`src/rtl/core/psp_pkg.sv`:
```
// Package with the shared types, constants and register codes of the packet spool table.
package psp_pkg;

  localparam int TABLE_DEPTH_DEF = 8;

  localparam int MAC_W     = 32;
  localparam int SEQ_W     = 16;
  localparam int LQI_W     = 8;
  localparam int REP_W     = 8;
  localparam int PAY_W     = 64;
  localparam int QLEN_W    = 8;
  localparam int TIME_W    = 32;
  localparam int STATUS_W  = 2;
  localparam int SLOT_W    = 8;
  localparam int HOLD_W    = 24;
  localparam int INTV_W    = 16;
  localparam int OFFSET_W  = 7;
  localparam int CFG_ADDR_W = 2;
  localparam int CFG_DATA_W = 32;

  localparam logic [CFG_ADDR_W-1:0] REG_REPEAT_INTERVAL = 2'd0;
  localparam logic [CFG_ADDR_W-1:0] REG_QUEUE_FULL      = 2'd1;
  localparam logic [CFG_ADDR_W-1:0] REG_UPLOAD_LIMIT    = 2'd2;
  localparam logic [CFG_ADDR_W-1:0] REG_SLOT_OFFSET     = 2'd3;

  localparam logic [INTV_W-1:0]   REPEAT_INTERVAL_RST = 16'd100;
  localparam logic [QLEN_W-1:0]   QUEUE_FULL_RST      = 8'd8;
  localparam logic [TIME_W-1:0]   UPLOAD_LIMIT_RST    = 32'd60000;
  localparam logic [OFFSET_W-1:0] SLOT_OFFSET_RST     = 7'd0;

  localparam logic [STATUS_W-1:0] ST_OK   = 2'd0;
  localparam logic [STATUS_W-1:0] ST_DUP  = 2'd1;
  localparam logic [STATUS_W-1:0] ST_DROP = 2'd2;
  localparam logic [STATUS_W-1:0] ST_NRDY = 2'd3;

  typedef struct packed {
    logic [MAC_W-1:0]  mac;
    logic [SEQ_W-1:0]  seq;
    logic [LQI_W-1:0]  lqi;
    logic [REP_W-1:0]  repeat_count;
    logic [PAY_W-1:0]  payload;
    logic              tx_now;
    logic              queue_ready;
    logic [QLEN_W-1:0] queue_length;
    logic [TIME_W-1:0] now_ms;
  } in_word_t;

  typedef struct packed {
    logic [STATUS_W-1:0] status;
    logic [SLOT_W-1:0]   slot_index;
    logic                register_mac;
    logic                enqueue_payload;
    logic [PAY_W-1:0]    payload_out;
    logic [HOLD_W-1:0]   hold_ms;
    logic                send;
    logic [TIME_W-1:0]   last_update_ms;
  } out_word_t;

  typedef struct packed {
    logic [MAC_W-1:0] mac;
    logic [SEQ_W-1:0] seq;
    logic [LQI_W-1:0] lqi;
  } entry_t;

  typedef struct packed {
    logic load;
    logic scan;
    logic commit;
  } cmd_t;

  typedef struct packed {
    logic last_addr;
  } sts_t;

endpackage

```
`src/rtl/core/psp_if.sv`:
```
// Stream interfaces for the packet input channel and the result channel.
interface psp_in_if;
  logic             valid;
  logic             ready;
  psp_pkg::in_word_t data;
  modport source (output valid, output data, input ready);
  modport sink   (input valid, input data, output ready);
endinterface

interface psp_out_if;
  logic              valid;
  logic              ready;
  psp_pkg::out_word_t data;
  modport source (output valid, output data, input ready);
  modport sink   (input valid, input data, output ready);
endinterface

```
`src/rtl/core/psp_ram.sv`:
```
// Generic single-write, single-read RAM with registered read data.
module psp_ram #(
  parameter int WIDTH = 8,
  parameter int DEPTH = 8
) (
  input  logic                                   clk,
  input  logic                                   we,
  input  logic [(DEPTH > 1 ? $clog2(DEPTH) : 1)-1:0] waddr,
  input  logic [WIDTH-1:0]                       wdata,
  input  logic [(DEPTH > 1 ? $clog2(DEPTH) : 1)-1:0] raddr,
  output logic [WIDTH-1:0]                       rdata
);

  logic [WIDTH-1:0] mem [DEPTH];
  logic [WIDTH-1:0] rdata_r;

  always_ff @(posedge clk) begin
    if (we) begin
      mem[waddr] <= wdata;
    end
    rdata_r <= mem[raddr];
  end

  assign rdata = rdata_r;

endmodule

```
`src/rtl/core/psp_ctrl.sv`:
```
// Controller state machine that sequences accept, table scan, commit and result handoff.
module psp_ctrl (
  input  logic          clk,
  input  logic          rst_n,
  input  logic          in_valid,
  output logic          in_ready,
  output logic          out_valid,
  input  logic          out_ready,
  output psp_pkg::cmd_t cmd,
  input  psp_pkg::sts_t sts
);

  localparam logic [1:0] S_IDLE = 2'd0;
  localparam logic [1:0] S_SCAN = 2'd1;
  localparam logic [1:0] S_LAST = 2'd2;
  localparam logic [1:0] S_FIN  = 2'd3;

  logic [1:0] state_r, state_nxt;
  logic       out_valid_r, out_valid_nxt;
  logic       out_free;

  assign out_free = !out_valid_r || out_ready;
  assign in_ready = (state_r == S_IDLE);
  assign out_valid = out_valid_r;

  always_comb begin
    state_nxt = state_r;
    cmd = '0;
    case (state_r)
      S_IDLE: begin
        if (in_valid) begin
          cmd.load = 1'b1;
          state_nxt = S_SCAN;
        end
      end
      S_SCAN: begin
        cmd.scan = 1'b1;
        if (sts.last_addr) begin
          state_nxt = S_LAST;
        end
      end
      S_LAST: begin
        state_nxt = S_FIN;
      end
      S_FIN: begin
        if (out_free) begin
          cmd.commit = 1'b1;
          state_nxt = S_IDLE;
        end
      end
      default: begin
        state_nxt = S_IDLE;
      end
    endcase
  end

  always_comb begin
    out_valid_nxt = out_valid_r;
    if (out_ready) begin
      out_valid_nxt = 1'b0;
    end
    if (cmd.commit) begin
      out_valid_nxt = 1'b1;
    end
  end

  always_ff @(posedge clk) begin
    if (!rst_n) begin
      state_r <= S_IDLE;
      out_valid_r <= 1'b0;
    end else begin
      state_r <= state_nxt;
      out_valid_r <= out_valid_nxt;
    end
  end

endmodule

```
`src/rtl/core/psp_dp.sv`:
```
// Datapath with the entry table, scan trackers, send limiter, configuration and result register.
module psp_dp #(
  parameter int TABLE_DEPTH = psp_pkg::TABLE_DEPTH_DEF
) (
  input  logic                               clk,
  input  logic                               rst_n,
  input  psp_pkg::in_word_t                  in_data,
  output psp_pkg::out_word_t                 out_data,
  input  logic                               cfg_we,
  input  logic [psp_pkg::CFG_ADDR_W-1:0]     cfg_addr,
  input  logic [psp_pkg::CFG_DATA_W-1:0]     cfg_wdata,
  input  psp_pkg::cmd_t                      cmd,
  output psp_pkg::sts_t                      sts
);

  localparam int IDX_W = (TABLE_DEPTH > 1) ? $clog2(TABLE_DEPTH) : 1;
  localparam int ENT_W = $bits(psp_pkg::entry_t);

  psp_pkg::in_word_t item_r;

  logic [psp_pkg::INTV_W-1:0]   interval_r;
  logic [psp_pkg::QLEN_W-1:0]   qfull_r;
  logic [psp_pkg::TIME_W-1:0]   limit_r;
  logic [psp_pkg::OFFSET_W-1:0] offset_r;

  logic [psp_pkg::TIME_W-1:0]   send_count_r;
  logic [psp_pkg::TIME_W-1:0]   last_update_r;
  logic [2*psp_pkg::TIME_W-1:0] prod_r;
  logic [psp_pkg::HOLD_W-1:0]   hold_r;

  logic [TABLE_DEPTH-1:0] valid_r;
  logic [IDX_W-1:0]       scan_addr_r;
  logic                   chk_vld_r;
  logic                   chk_ok_r;
  logic [IDX_W-1:0]       chk_idx_r;
  logic [ENT_W-1:0]       rdata;
  psp_pkg::entry_t        ent;

  logic                       hit_r;
  logic [IDX_W-1:0]           hit_idx_r;
  logic [psp_pkg::SEQ_W-1:0]  hit_seq_r;
  logic                       emp_r;
  logic [IDX_W-1:0]           emp_idx_r;
  logic                       min_vld_r;
  logic [psp_pkg::LQI_W-1:0]  min_lqi_r;
  logic [IDX_W-1:0]           min_idx_r;

  logic               dup;
  logic               drop;
  logic               upd;
  logic [IDX_W-1:0]   sel_idx;
  logic               limited;
  logic               tx;
  psp_pkg::entry_t    wr_ent;
  psp_pkg::out_word_t res;
  psp_pkg::out_word_t out_r;

  assign sts.last_addr = (scan_addr_r == IDX_W'(TABLE_DEPTH - 1));

  psp_ram #(
    .WIDTH (ENT_W),
    .DEPTH (TABLE_DEPTH)
  ) u_ram (
    .clk   (clk),
    .we    (cmd.commit && upd),
    .waddr (sel_idx),
    .wdata (wr_ent),
    .raddr (scan_addr_r),
    .rdata (rdata)
  );

  assign ent = chk_ok_r ? psp_pkg::entry_t'(rdata) : '0;

  always_ff @(posedge clk) begin
    if (!rst_n) begin
      interval_r <= psp_pkg::REPEAT_INTERVAL_RST;
      qfull_r <= psp_pkg::QUEUE_FULL_RST;
      limit_r <= psp_pkg::UPLOAD_LIMIT_RST;
      offset_r <= psp_pkg::SLOT_OFFSET_RST;
    end else if (cfg_we) begin
      case (cfg_addr)
        psp_pkg::REG_REPEAT_INTERVAL: interval_r <= cfg_wdata[psp_pkg::INTV_W-1:0];
        psp_pkg::REG_QUEUE_FULL:      qfull_r <= cfg_wdata[psp_pkg::QLEN_W-1:0];
        psp_pkg::REG_UPLOAD_LIMIT:    limit_r <= cfg_wdata;
        psp_pkg::REG_SLOT_OFFSET:     offset_r <= cfg_wdata[psp_pkg::OFFSET_W-1:0];
        default: begin
        end
      endcase
    end
  end

  always_ff @(posedge clk) begin
    if (cmd.load) begin
      item_r <= in_data;
    end
    prod_r <= send_count_r * limit_r;
    hold_r <= psp_pkg::HOLD_W'(item_r.repeat_count * interval_r);
    chk_idx_r <= scan_addr_r;
    chk_ok_r <= valid_r[scan_addr_r];
  end

  always_ff @(posedge clk) begin
    if (!rst_n) begin
      scan_addr_r <= '0;
      chk_vld_r <= 1'b0;
      valid_r <= '0;
    end else begin
      chk_vld_r <= cmd.scan;
      if (cmd.load) begin
        scan_addr_r <= '0;
      end else if (cmd.scan) begin
        scan_addr_r <= scan_addr_r + 1'b1;
      end
      if (cmd.commit && upd) begin
        valid_r[sel_idx] <= 1'b1;
      end
    end
  end

  always_ff @(posedge clk) begin
    if (!rst_n) begin
      hit_r <= 1'b0;
      emp_r <= 1'b0;
      min_vld_r <= 1'b0;
    end else if (cmd.load) begin
      hit_r <= 1'b0;
      emp_r <= 1'b0;
      min_vld_r <= 1'b0;
    end else if (chk_vld_r) begin
      if (!hit_r && (ent.mac == item_r.mac)) begin
        hit_r <= 1'b1;
        hit_idx_r <= chk_idx_r;
        hit_seq_r <= ent.seq;
      end
      if (!emp_r && (ent.mac == '0)) begin
        emp_r <= 1'b1;
        emp_idx_r <= chk_idx_r;
      end
      if (!min_vld_r || (ent.lqi < min_lqi_r)) begin
        min_vld_r <= 1'b1;
        min_lqi_r <= ent.lqi;
        min_idx_r <= chk_idx_r;
      end
    end
  end

  always_comb begin
    dup = hit_r && (hit_seq_r == item_r.seq);
    drop = !hit_r && !emp_r && (min_lqi_r > item_r.lqi);
    upd = !dup && !drop;
    if (hit_r) begin
      sel_idx = hit_idx_r;
    end else if (emp_r) begin
      sel_idx = emp_idx_r;
    end else begin
      sel_idx = min_idx_r;
    end
    wr_ent.mac = item_r.mac;
    wr_ent.seq = item_r.seq;
    wr_ent.lqi = item_r.lqi;
    limited = (send_count_r != '0) &&
              ({{psp_pkg::TIME_W{1'b0}}, item_r.now_ms} < prod_r);
    tx = (item_r.tx_now || (item_r.queue_length >= qfull_r)) && !limited;

    res = '0;
    res.last_update_ms = last_update_r;
    if (dup) begin
      res.status = psp_pkg::ST_DUP;
    end else if (drop) begin
      res.status = psp_pkg::ST_DROP;
    end else begin
      res.slot_index = psp_pkg::SLOT_W'(sel_idx) + psp_pkg::SLOT_W'(offset_r);
      res.register_mac = !hit_r;
      res.enqueue_payload = 1'b1;
      res.payload_out = item_r.payload;
      res.hold_ms = hold_r;
      if (!item_r.queue_ready) begin
        res.status = psp_pkg::ST_NRDY;
      end else begin
        res.status = psp_pkg::ST_OK;
        res.send = tx;
        res.last_update_ms = item_r.now_ms;
      end
    end
  end

  always_ff @(posedge clk) begin
    if (!rst_n) begin
      send_count_r <= '0;
      last_update_r <= '0;
    end else if (cmd.commit && upd && item_r.queue_ready) begin
      last_update_r <= item_r.now_ms;
      if (tx) begin
        send_count_r <= send_count_r + 1'b1;
      end
    end
  end

  always_ff @(posedge clk) begin
    if (cmd.commit) begin
      out_r <= res;
    end
  end

  assign out_data = out_r;

endmodule

```
`src/rtl/core/packet_spool_table.sv`:
```
// Top level of the packet spool table: controller, datapath and stream channels.
// The next word is accepted only after the current one is committed; the table scan reads one entry per cycle.
// A finished result waits in an output register while the next word is accepted.
// Reset is synchronous and active low; it empties the table at once and loads register defaults.
module packet_spool_table #(
  parameter int TABLE_DEPTH = psp_pkg::TABLE_DEPTH_DEF
) (
  input  logic                           clk,
  input  logic                           rst_n,
  psp_in_if.sink                         in_chan,
  psp_out_if.source                      out_chan,
  input  logic                           cfg_we,
  input  logic [psp_pkg::CFG_ADDR_W-1:0] cfg_addr,
  input  logic [psp_pkg::CFG_DATA_W-1:0] cfg_wdata
);

  psp_pkg::cmd_t cmd;
  psp_pkg::sts_t sts;

  psp_ctrl u_ctrl (
    .clk       (clk),
    .rst_n     (rst_n),
    .in_valid  (in_chan.valid),
    .in_ready  (in_chan.ready),
    .out_valid (out_chan.valid),
    .out_ready (out_chan.ready),
    .cmd       (cmd),
    .sts       (sts)
  );

  psp_dp #(
    .TABLE_DEPTH (TABLE_DEPTH)
  ) u_dp (
    .clk       (clk),
    .rst_n     (rst_n),
    .in_data   (in_chan.data),
    .out_data  (out_chan.data),
    .cfg_we    (cfg_we),
    .cfg_addr  (cfg_addr),
    .cfg_wdata (cfg_wdata),
    .cmd       (cmd),
    .sts       (sts)
  );

endmodule

```
`src/flat_wrapper.sv`:
```
// flat-port wrapper written by rule: the top's interface ports become plain ports
module packet_spool_table_flat 
#(
  parameter int TABLE_DEPTH = psp_pkg::TABLE_DEPTH_DEF
)
  (clk, rst_n, cfg_we, cfg_addr, cfg_wdata, in_chan_valid, in_chan_data, in_chan_ready, out_chan_valid, out_chan_data, out_chan_ready);
  psp_in_if in_chan_i ();
  psp_out_if out_chan_i ();
  input  logic clk;
  input  logic rst_n;
  input  logic cfg_we;
  input  logic [psp_pkg::CFG_ADDR_W-1:0] cfg_addr;
  input  logic [psp_pkg::CFG_DATA_W-1:0] cfg_wdata;
  input wire logic [$bits(in_chan_i.valid)-1:0] in_chan_valid;
  input wire logic [$bits(in_chan_i.data)-1:0] in_chan_data;
  output wire logic [$bits(in_chan_i.ready)-1:0] in_chan_ready;
  output wire logic [$bits(out_chan_i.valid)-1:0] out_chan_valid;
  output wire logic [$bits(out_chan_i.data)-1:0] out_chan_data;
  input wire logic [$bits(out_chan_i.ready)-1:0] out_chan_ready;
  assign in_chan_i.valid = in_chan_valid;
  assign in_chan_i.data = in_chan_data;
  assign in_chan_ready = in_chan_i.ready;
  assign out_chan_valid = out_chan_i.valid;
  assign out_chan_data = out_chan_i.data;
  assign out_chan_i.ready = out_chan_ready;
  packet_spool_table #(.TABLE_DEPTH(TABLE_DEPTH)) u_core (.clk(clk), .rst_n(rst_n), .in_chan(in_chan_i), .out_chan(out_chan_i), .cfg_we(cfg_we), .cfg_addr(cfg_addr), .cfg_wdata(cfg_wdata));
endmodule
```
`config.mk`:
```
export PLATFORM = sky130hd
export DESIGN_NAME = packet_spool_table_flat
export DESIGN_NICKNAME = d
export VERILOG_FILES = /design/src/rtl/core/psp_pkg.sv /design/src/rtl/core/psp_if.sv /design/src/rtl/core/psp_ram.sv /design/src/rtl/core/psp_ctrl.sv /design/src/rtl/core/psp_dp.sv /design/src/rtl/core/packet_spool_table.sv /design/src/flat_wrapper.sv
export SDC_FILE = /design/constraint.sdc
export NUM_CORES = 2
export LEC_CHECK = 0
export BUFFER_PORTS_ARGS = -buffer_cell sky130_fd_sc_hd__clkbuf_2
export CAP_MARGIN = 30
export CORE_MARGIN = 5
export CORE_UTILIZATION = 60
export CTS_BUF_LIST = sky130_fd_sc_hd__clkbuf_4 sky130_fd_sc_hd__clkbuf_8
export DETAILED_ROUTE_END_ITERATION = 8
export HOLD_SLACK_MARGIN = 0.02
export PLACE_DENSITY_LB_ADDON = 0.08
export SYNTH_ARGS = -nofsm -noshare
export SYNTH_HDL_FRONTEND = slang
export SYNTH_HIERARCHICAL = 1
export SYNTH_SLANG_ARGS = --single-unit
```
`constraint.sdc`:
```
create_clock -name clk -period 9.35 [get_ports clk]
set_clock_uncertainty 0.1 [all_clocks]
set_input_delay 1.87 -clock clk [delete_from_list [all_inputs] [get_ports clk]]
set_output_delay 1.87 -clock clk [all_outputs]
set_load 0.05 [all_outputs]
```
==> flow_metrics.env <==
export IMPL_synth_top_area_share=0.308
export IMPL_synth_top_cell_by_area="edfxtp_1"
export IMPL_total_power_mw=12.5
export IMPL_hpwl_mm=141
export IMPL_grt_pass1_wl_mm=304
export IMPL_start_kind="flip-flop"
export IMPL_synth_edff_count=784
export IMPL_async_flop_share=0
export IMPL_fp_dieW_um=367
export IMPL_grt_util_all_layers=0.294
export IMPL_timing_rr_start="u_core/u_dp/send_count_r[21]"
export IMPL_die_y_um=367
export IMPL_synth_ff_type="edfxtp_1"
export IMPL_antenna_found_initial=8
export IMPL_hold_end="u_core/u_dp/emp_idx_r[1]"
export IMPL_drive_above_1_share=0.149
export IMPL_slew_viol_final=0
export IMPL_cts_hold_buf=0
export IMPL_drc=0
export IMPL_fin_crit_sh=0.957
export IMPL_fill_cells=9755
export IMPL_synth_avg_cell_area_um2=11.7
export IMPL_h_tree_depth=4
export IMPL_r2r_end="u_core/u_dp/prod_r[62]"
export IMPL_grt_pass1_vias=52200
export IMPL_reg2reg_setup_slack_ns=0.40
export IMPL_leakagePower_nw=36.4
export IMPL_clk_latency_ns=0.91
export IMPL_tightest_slew_ns=1.05
export IMPL_rsz0062_at_grt="no"
export IMPL_cts_tree="yes"
export IMPL_start_util=0.602
export IMPL_die_area_mm2=0.135
export IMPL_vias_per_cell=5.66
export IMPL_hold_path_class="reg -> reg"
export IMPL_setup_viol=0
export IMPL_antenna_left=0
export IMPL_synth_common_cells="inv_1 (1048), fa_1 (981), edfxtp_1 (784)"
export IMPL_final_nets=8358
export IMPL_fmax_mhz=112
export IMPL_io_pins=344
export IMPL_fin_setup_tns_ns=0
export IMPL_grt_overflow=0
export IMPL_initialDrtViolationCount=3528
export IMPL_rows=131
export IMPL_finish_utilization=0.659
export IMPL_cp_end_kind="flip-flop"
export IMPL_drtPass1Iterations=8
export IMPL_ys_seq_area_frac=0.384
export IMPL_synth_area_top_cells="edfxtp_1 (31%), fa_1 (26%), dfxtp_1 (7.7%)"
export IMPL_cts_buffer_depth=3
export IMPL_peakVddDrop_mv=0.134
export IMPL_status="finished clean"
export IMPL_slew_headroom=0.290
export IMPL_drv_cap=0
export IMPL_cts_sink_count=1077
export IMPL_post_cts_buffers=0
export IMPL_synthesis_nets=8077
export IMPL_worstSetupPathType="reg -> reg"
export IMPL_synthToLayoutAreaGrowth_pct=9.58
export IMPL_period_needed_ns=8.95
export IMPL_yosysWarnings=6
export IMPL_min_delay_start="u_core/u_dp/chk_idx_r[1]"
export IMPL_ctsResizeCount=0
export IMPL_netlist_cell_type_count=87
export IMPL_final_setup_worst_slack_ns=0.402
export IMPL_routed_wl_mm=192
export IMPL_final_hold_violation_count=0
export IMPL_place_ws_ns=0.0542
export IMPL_ys_ff_latch=1077
export IMPL_gp_congestion=0.886
export IMPL_yosysMostFrequentCell="inv_1"
export IMPL_num_vias=48700
export IMPL_synthesis_area_mm2=0.0765
export IMPL_worst_ep_arrival_time_ns=9.60
export IMPL_core_mm2=0.127
export IMPL_portBuffers=343
export IMPL_worstRegToRegCells=25
export IMPL_clkTransAtPathRegs_ns=0.07
export IMPL_synth_cells=6515
export IMPL_numCtsBuffers=173
export IMPL_cts_root_buf="clkbuf_8"
export IMPL_crit_fanout=19
export IMPL_critical_path_required_ns=10.00
export IMPL_powerDensity_mw_per_mm2=149
export IMPL_wl_per_cell_um=22.3
export IMPL_holdPathStages=0
export IMPL_grt_start_max_net_pins=135
[cell families (layout without fill, tap and decap cells)]
kind of cell | Yosys count | in the layout | share of synthesized area
AO/OA/AOI/OAI | 450 | 450 | 0.0384
XOR/XNOR | 111 | 111 | 0.0127
adder cells (fa/ha/maj) | 1353 | 1353 | 0.317
buffers and inverters | 1413 | 1843 | 0.0711
flip-flops | 1077 | 1077 | 0.384
multiplexers | 239 | 239 | 0.0513
other | 0 | 5 | 0
AND/OR/NAND/NOR | 1872 | 1872 | 0.125
[critical path, cell delays in order, from the launching register on]
cell and delay [ns]:
dfxtp_1 0.93, nand2_1 0.17, fa_1 0.54, inv_1 0.05, fa_1 0.47, inv_1 0.06
fa_1 0.53, inv_1 0.05, fa_1 0.48, fa_1 0.59, fa_1 0.44, fa_1 0.49
inv_1 0.05, fa_1 0.48, inv_1 0.05, ha_1 0.46, nand4_1 0.24, nor4_4 0.45
o2111ai_1 0.41, a31oi_2 0.36, o22ai_1 0.22, o41a_1 0.49, nand3b_4 0.21, o311ai_4 0.24
a21oi_2 0.09, xnor2_1 0.13
[flip-flops by register name, summed over array words and instances, names as in the netlist, 2 cells and up]
signal / count
u_core/u_dp/limit_r: 32
u_core/u_dp/out_data: 133
u_core/u_dp/u_ram/rdata: 56
u_core/u_dp/last_update_r: 32
u_core/u_dp/item_r: 170
u_core/u_dp/qfull_r: 8
u_core/u_dp/prod_r: 64
u_core/u_ctrl/state_r: 2
u_core/u_dp/emp_idx_r: 3
u_core/u_dp/min_idx_r: 3
u_core/u_dp/u_ram/mem: 448
u_core/u_dp/hit_seq_r: 16
u_core/u_dp/send_count_r: 32
u_core/u_dp/offset_r: 7
u_core/u_dp/interval_r: 16
u_core/u_dp/valid_r: 8
u_core/u_dp/hit_idx_r: 3
u_core/u_dp/scan_addr_r: 3
u_core/u_dp/hold_r: 24
u_core/u_dp/min_lqi_r: 8
u_core/u_dp/chk_idx_r: 3
[worst max path at each step]
stage                                 start                          end  depth (start not counted)
6_report       u_core/u_dp/send_count_r[21]       u_core/u_dp/prod_r[62]                         25
5_1_grt              u_core/u_dp/limit_r[9]       u_core/u_dp/prod_r[62]                         25
4_1_cts        u_core/u_dp/send_count_r[15]       u_core/u_dp/prod_r[62]                         24
3_5_place_dp   u_core/u_dp/send_count_r[15]       u_core/u_dp/prod_r[62]                         24
3_3_place_gp   u_core/u_dp/send_count_r[18]       u_core/u_dp/prod_r[62]                         24
2_1_floorplan                out_chan_ready  u_core/u_dp/u_ram/mem[0][0]                          7
[stage by stage]
step	hold slack, ns	cell area (µm²)	cells
3_3_place_gp	0.326	79900	8274
4_1_cts	0.347	83700	8603
5_1_grt	0.365	83900	8612
3_5_place_dp	0.337	80000	8279
2_1_floorplan	0.308	76500	6515
6_report	0.339	83900	8612
[cells in the final DEF, fill, tap and decap left out, types with 13 or more instances in the layout]
master	count
a21o_1	59
a21oi_1	163
a31oi_1	13
and2_1	762
and3_1	14
buf_4	116
clkbuf_2	343
clkbuf_4	75
clkbuf_8	191
clkinv_1	21
clkinv_2	14
dfxtp_1	275
dfxtp_2	15
edfxtp_1	784
fa_1	981
ha_1	372
inv_1	1047
mux2_2	89
mux2i_1	36
mux4_2	114
nand2_1	753
nand2b_1	37
nand3_1	55
nand4_1	32
nor2_1	91
nor2b_1	16
nor3_1	13
nor4_1	47
o21a_1	23
o21ai_0	58
o21bai_1	13
o31ai_1	14
or3_1	14
xnor2_1	80
xor2_1	31
[where the power goes]
group          total (mW)  internal [mW]  leakage (nW)  switching (mW)
clock                4.34           2.38          1.99            1.96
sequential           6.10           5.71          9.54           0.388
combinational        2.03          0.833          24.9            1.20
total                12.5           8.93          36.4            3.55
[cell type report]
class / count / area [µm²] / share of cell area
Multi-Input combinational cell: 4025 / 41800 / 0.498
Sequential cell: 1077 / 29400 / 0.351
Inverter: 1048 / 3940 / 0.0469
Clock buffer: 266 / 3190 / 0.0381
Timing Repair Buffer: 471 / 2840 / 0.0339
Tap cell: 1662 / 2080 / 0.0248
Clock inverter: 58 / 571 / 0.00680
Antenna cell: 5 / 12.5 / 0.000149
[routing by layer]
metal / routed length [µm] / up-vias / global-route usage / share of wire
met5: 0 / - / 0 / 0
met2: 93900 / 1765 / 0.488 / 0.49
met1: 75600 / 25100 / 0.381 / 0.39
met3: 13800 / 389 / 0.0571 / 0.072
li1: - / 21500 / - / -
met4: 9010 / 0 / 0.129 / 0.047
Note: power is estimated with default switching activity, not from simulation.
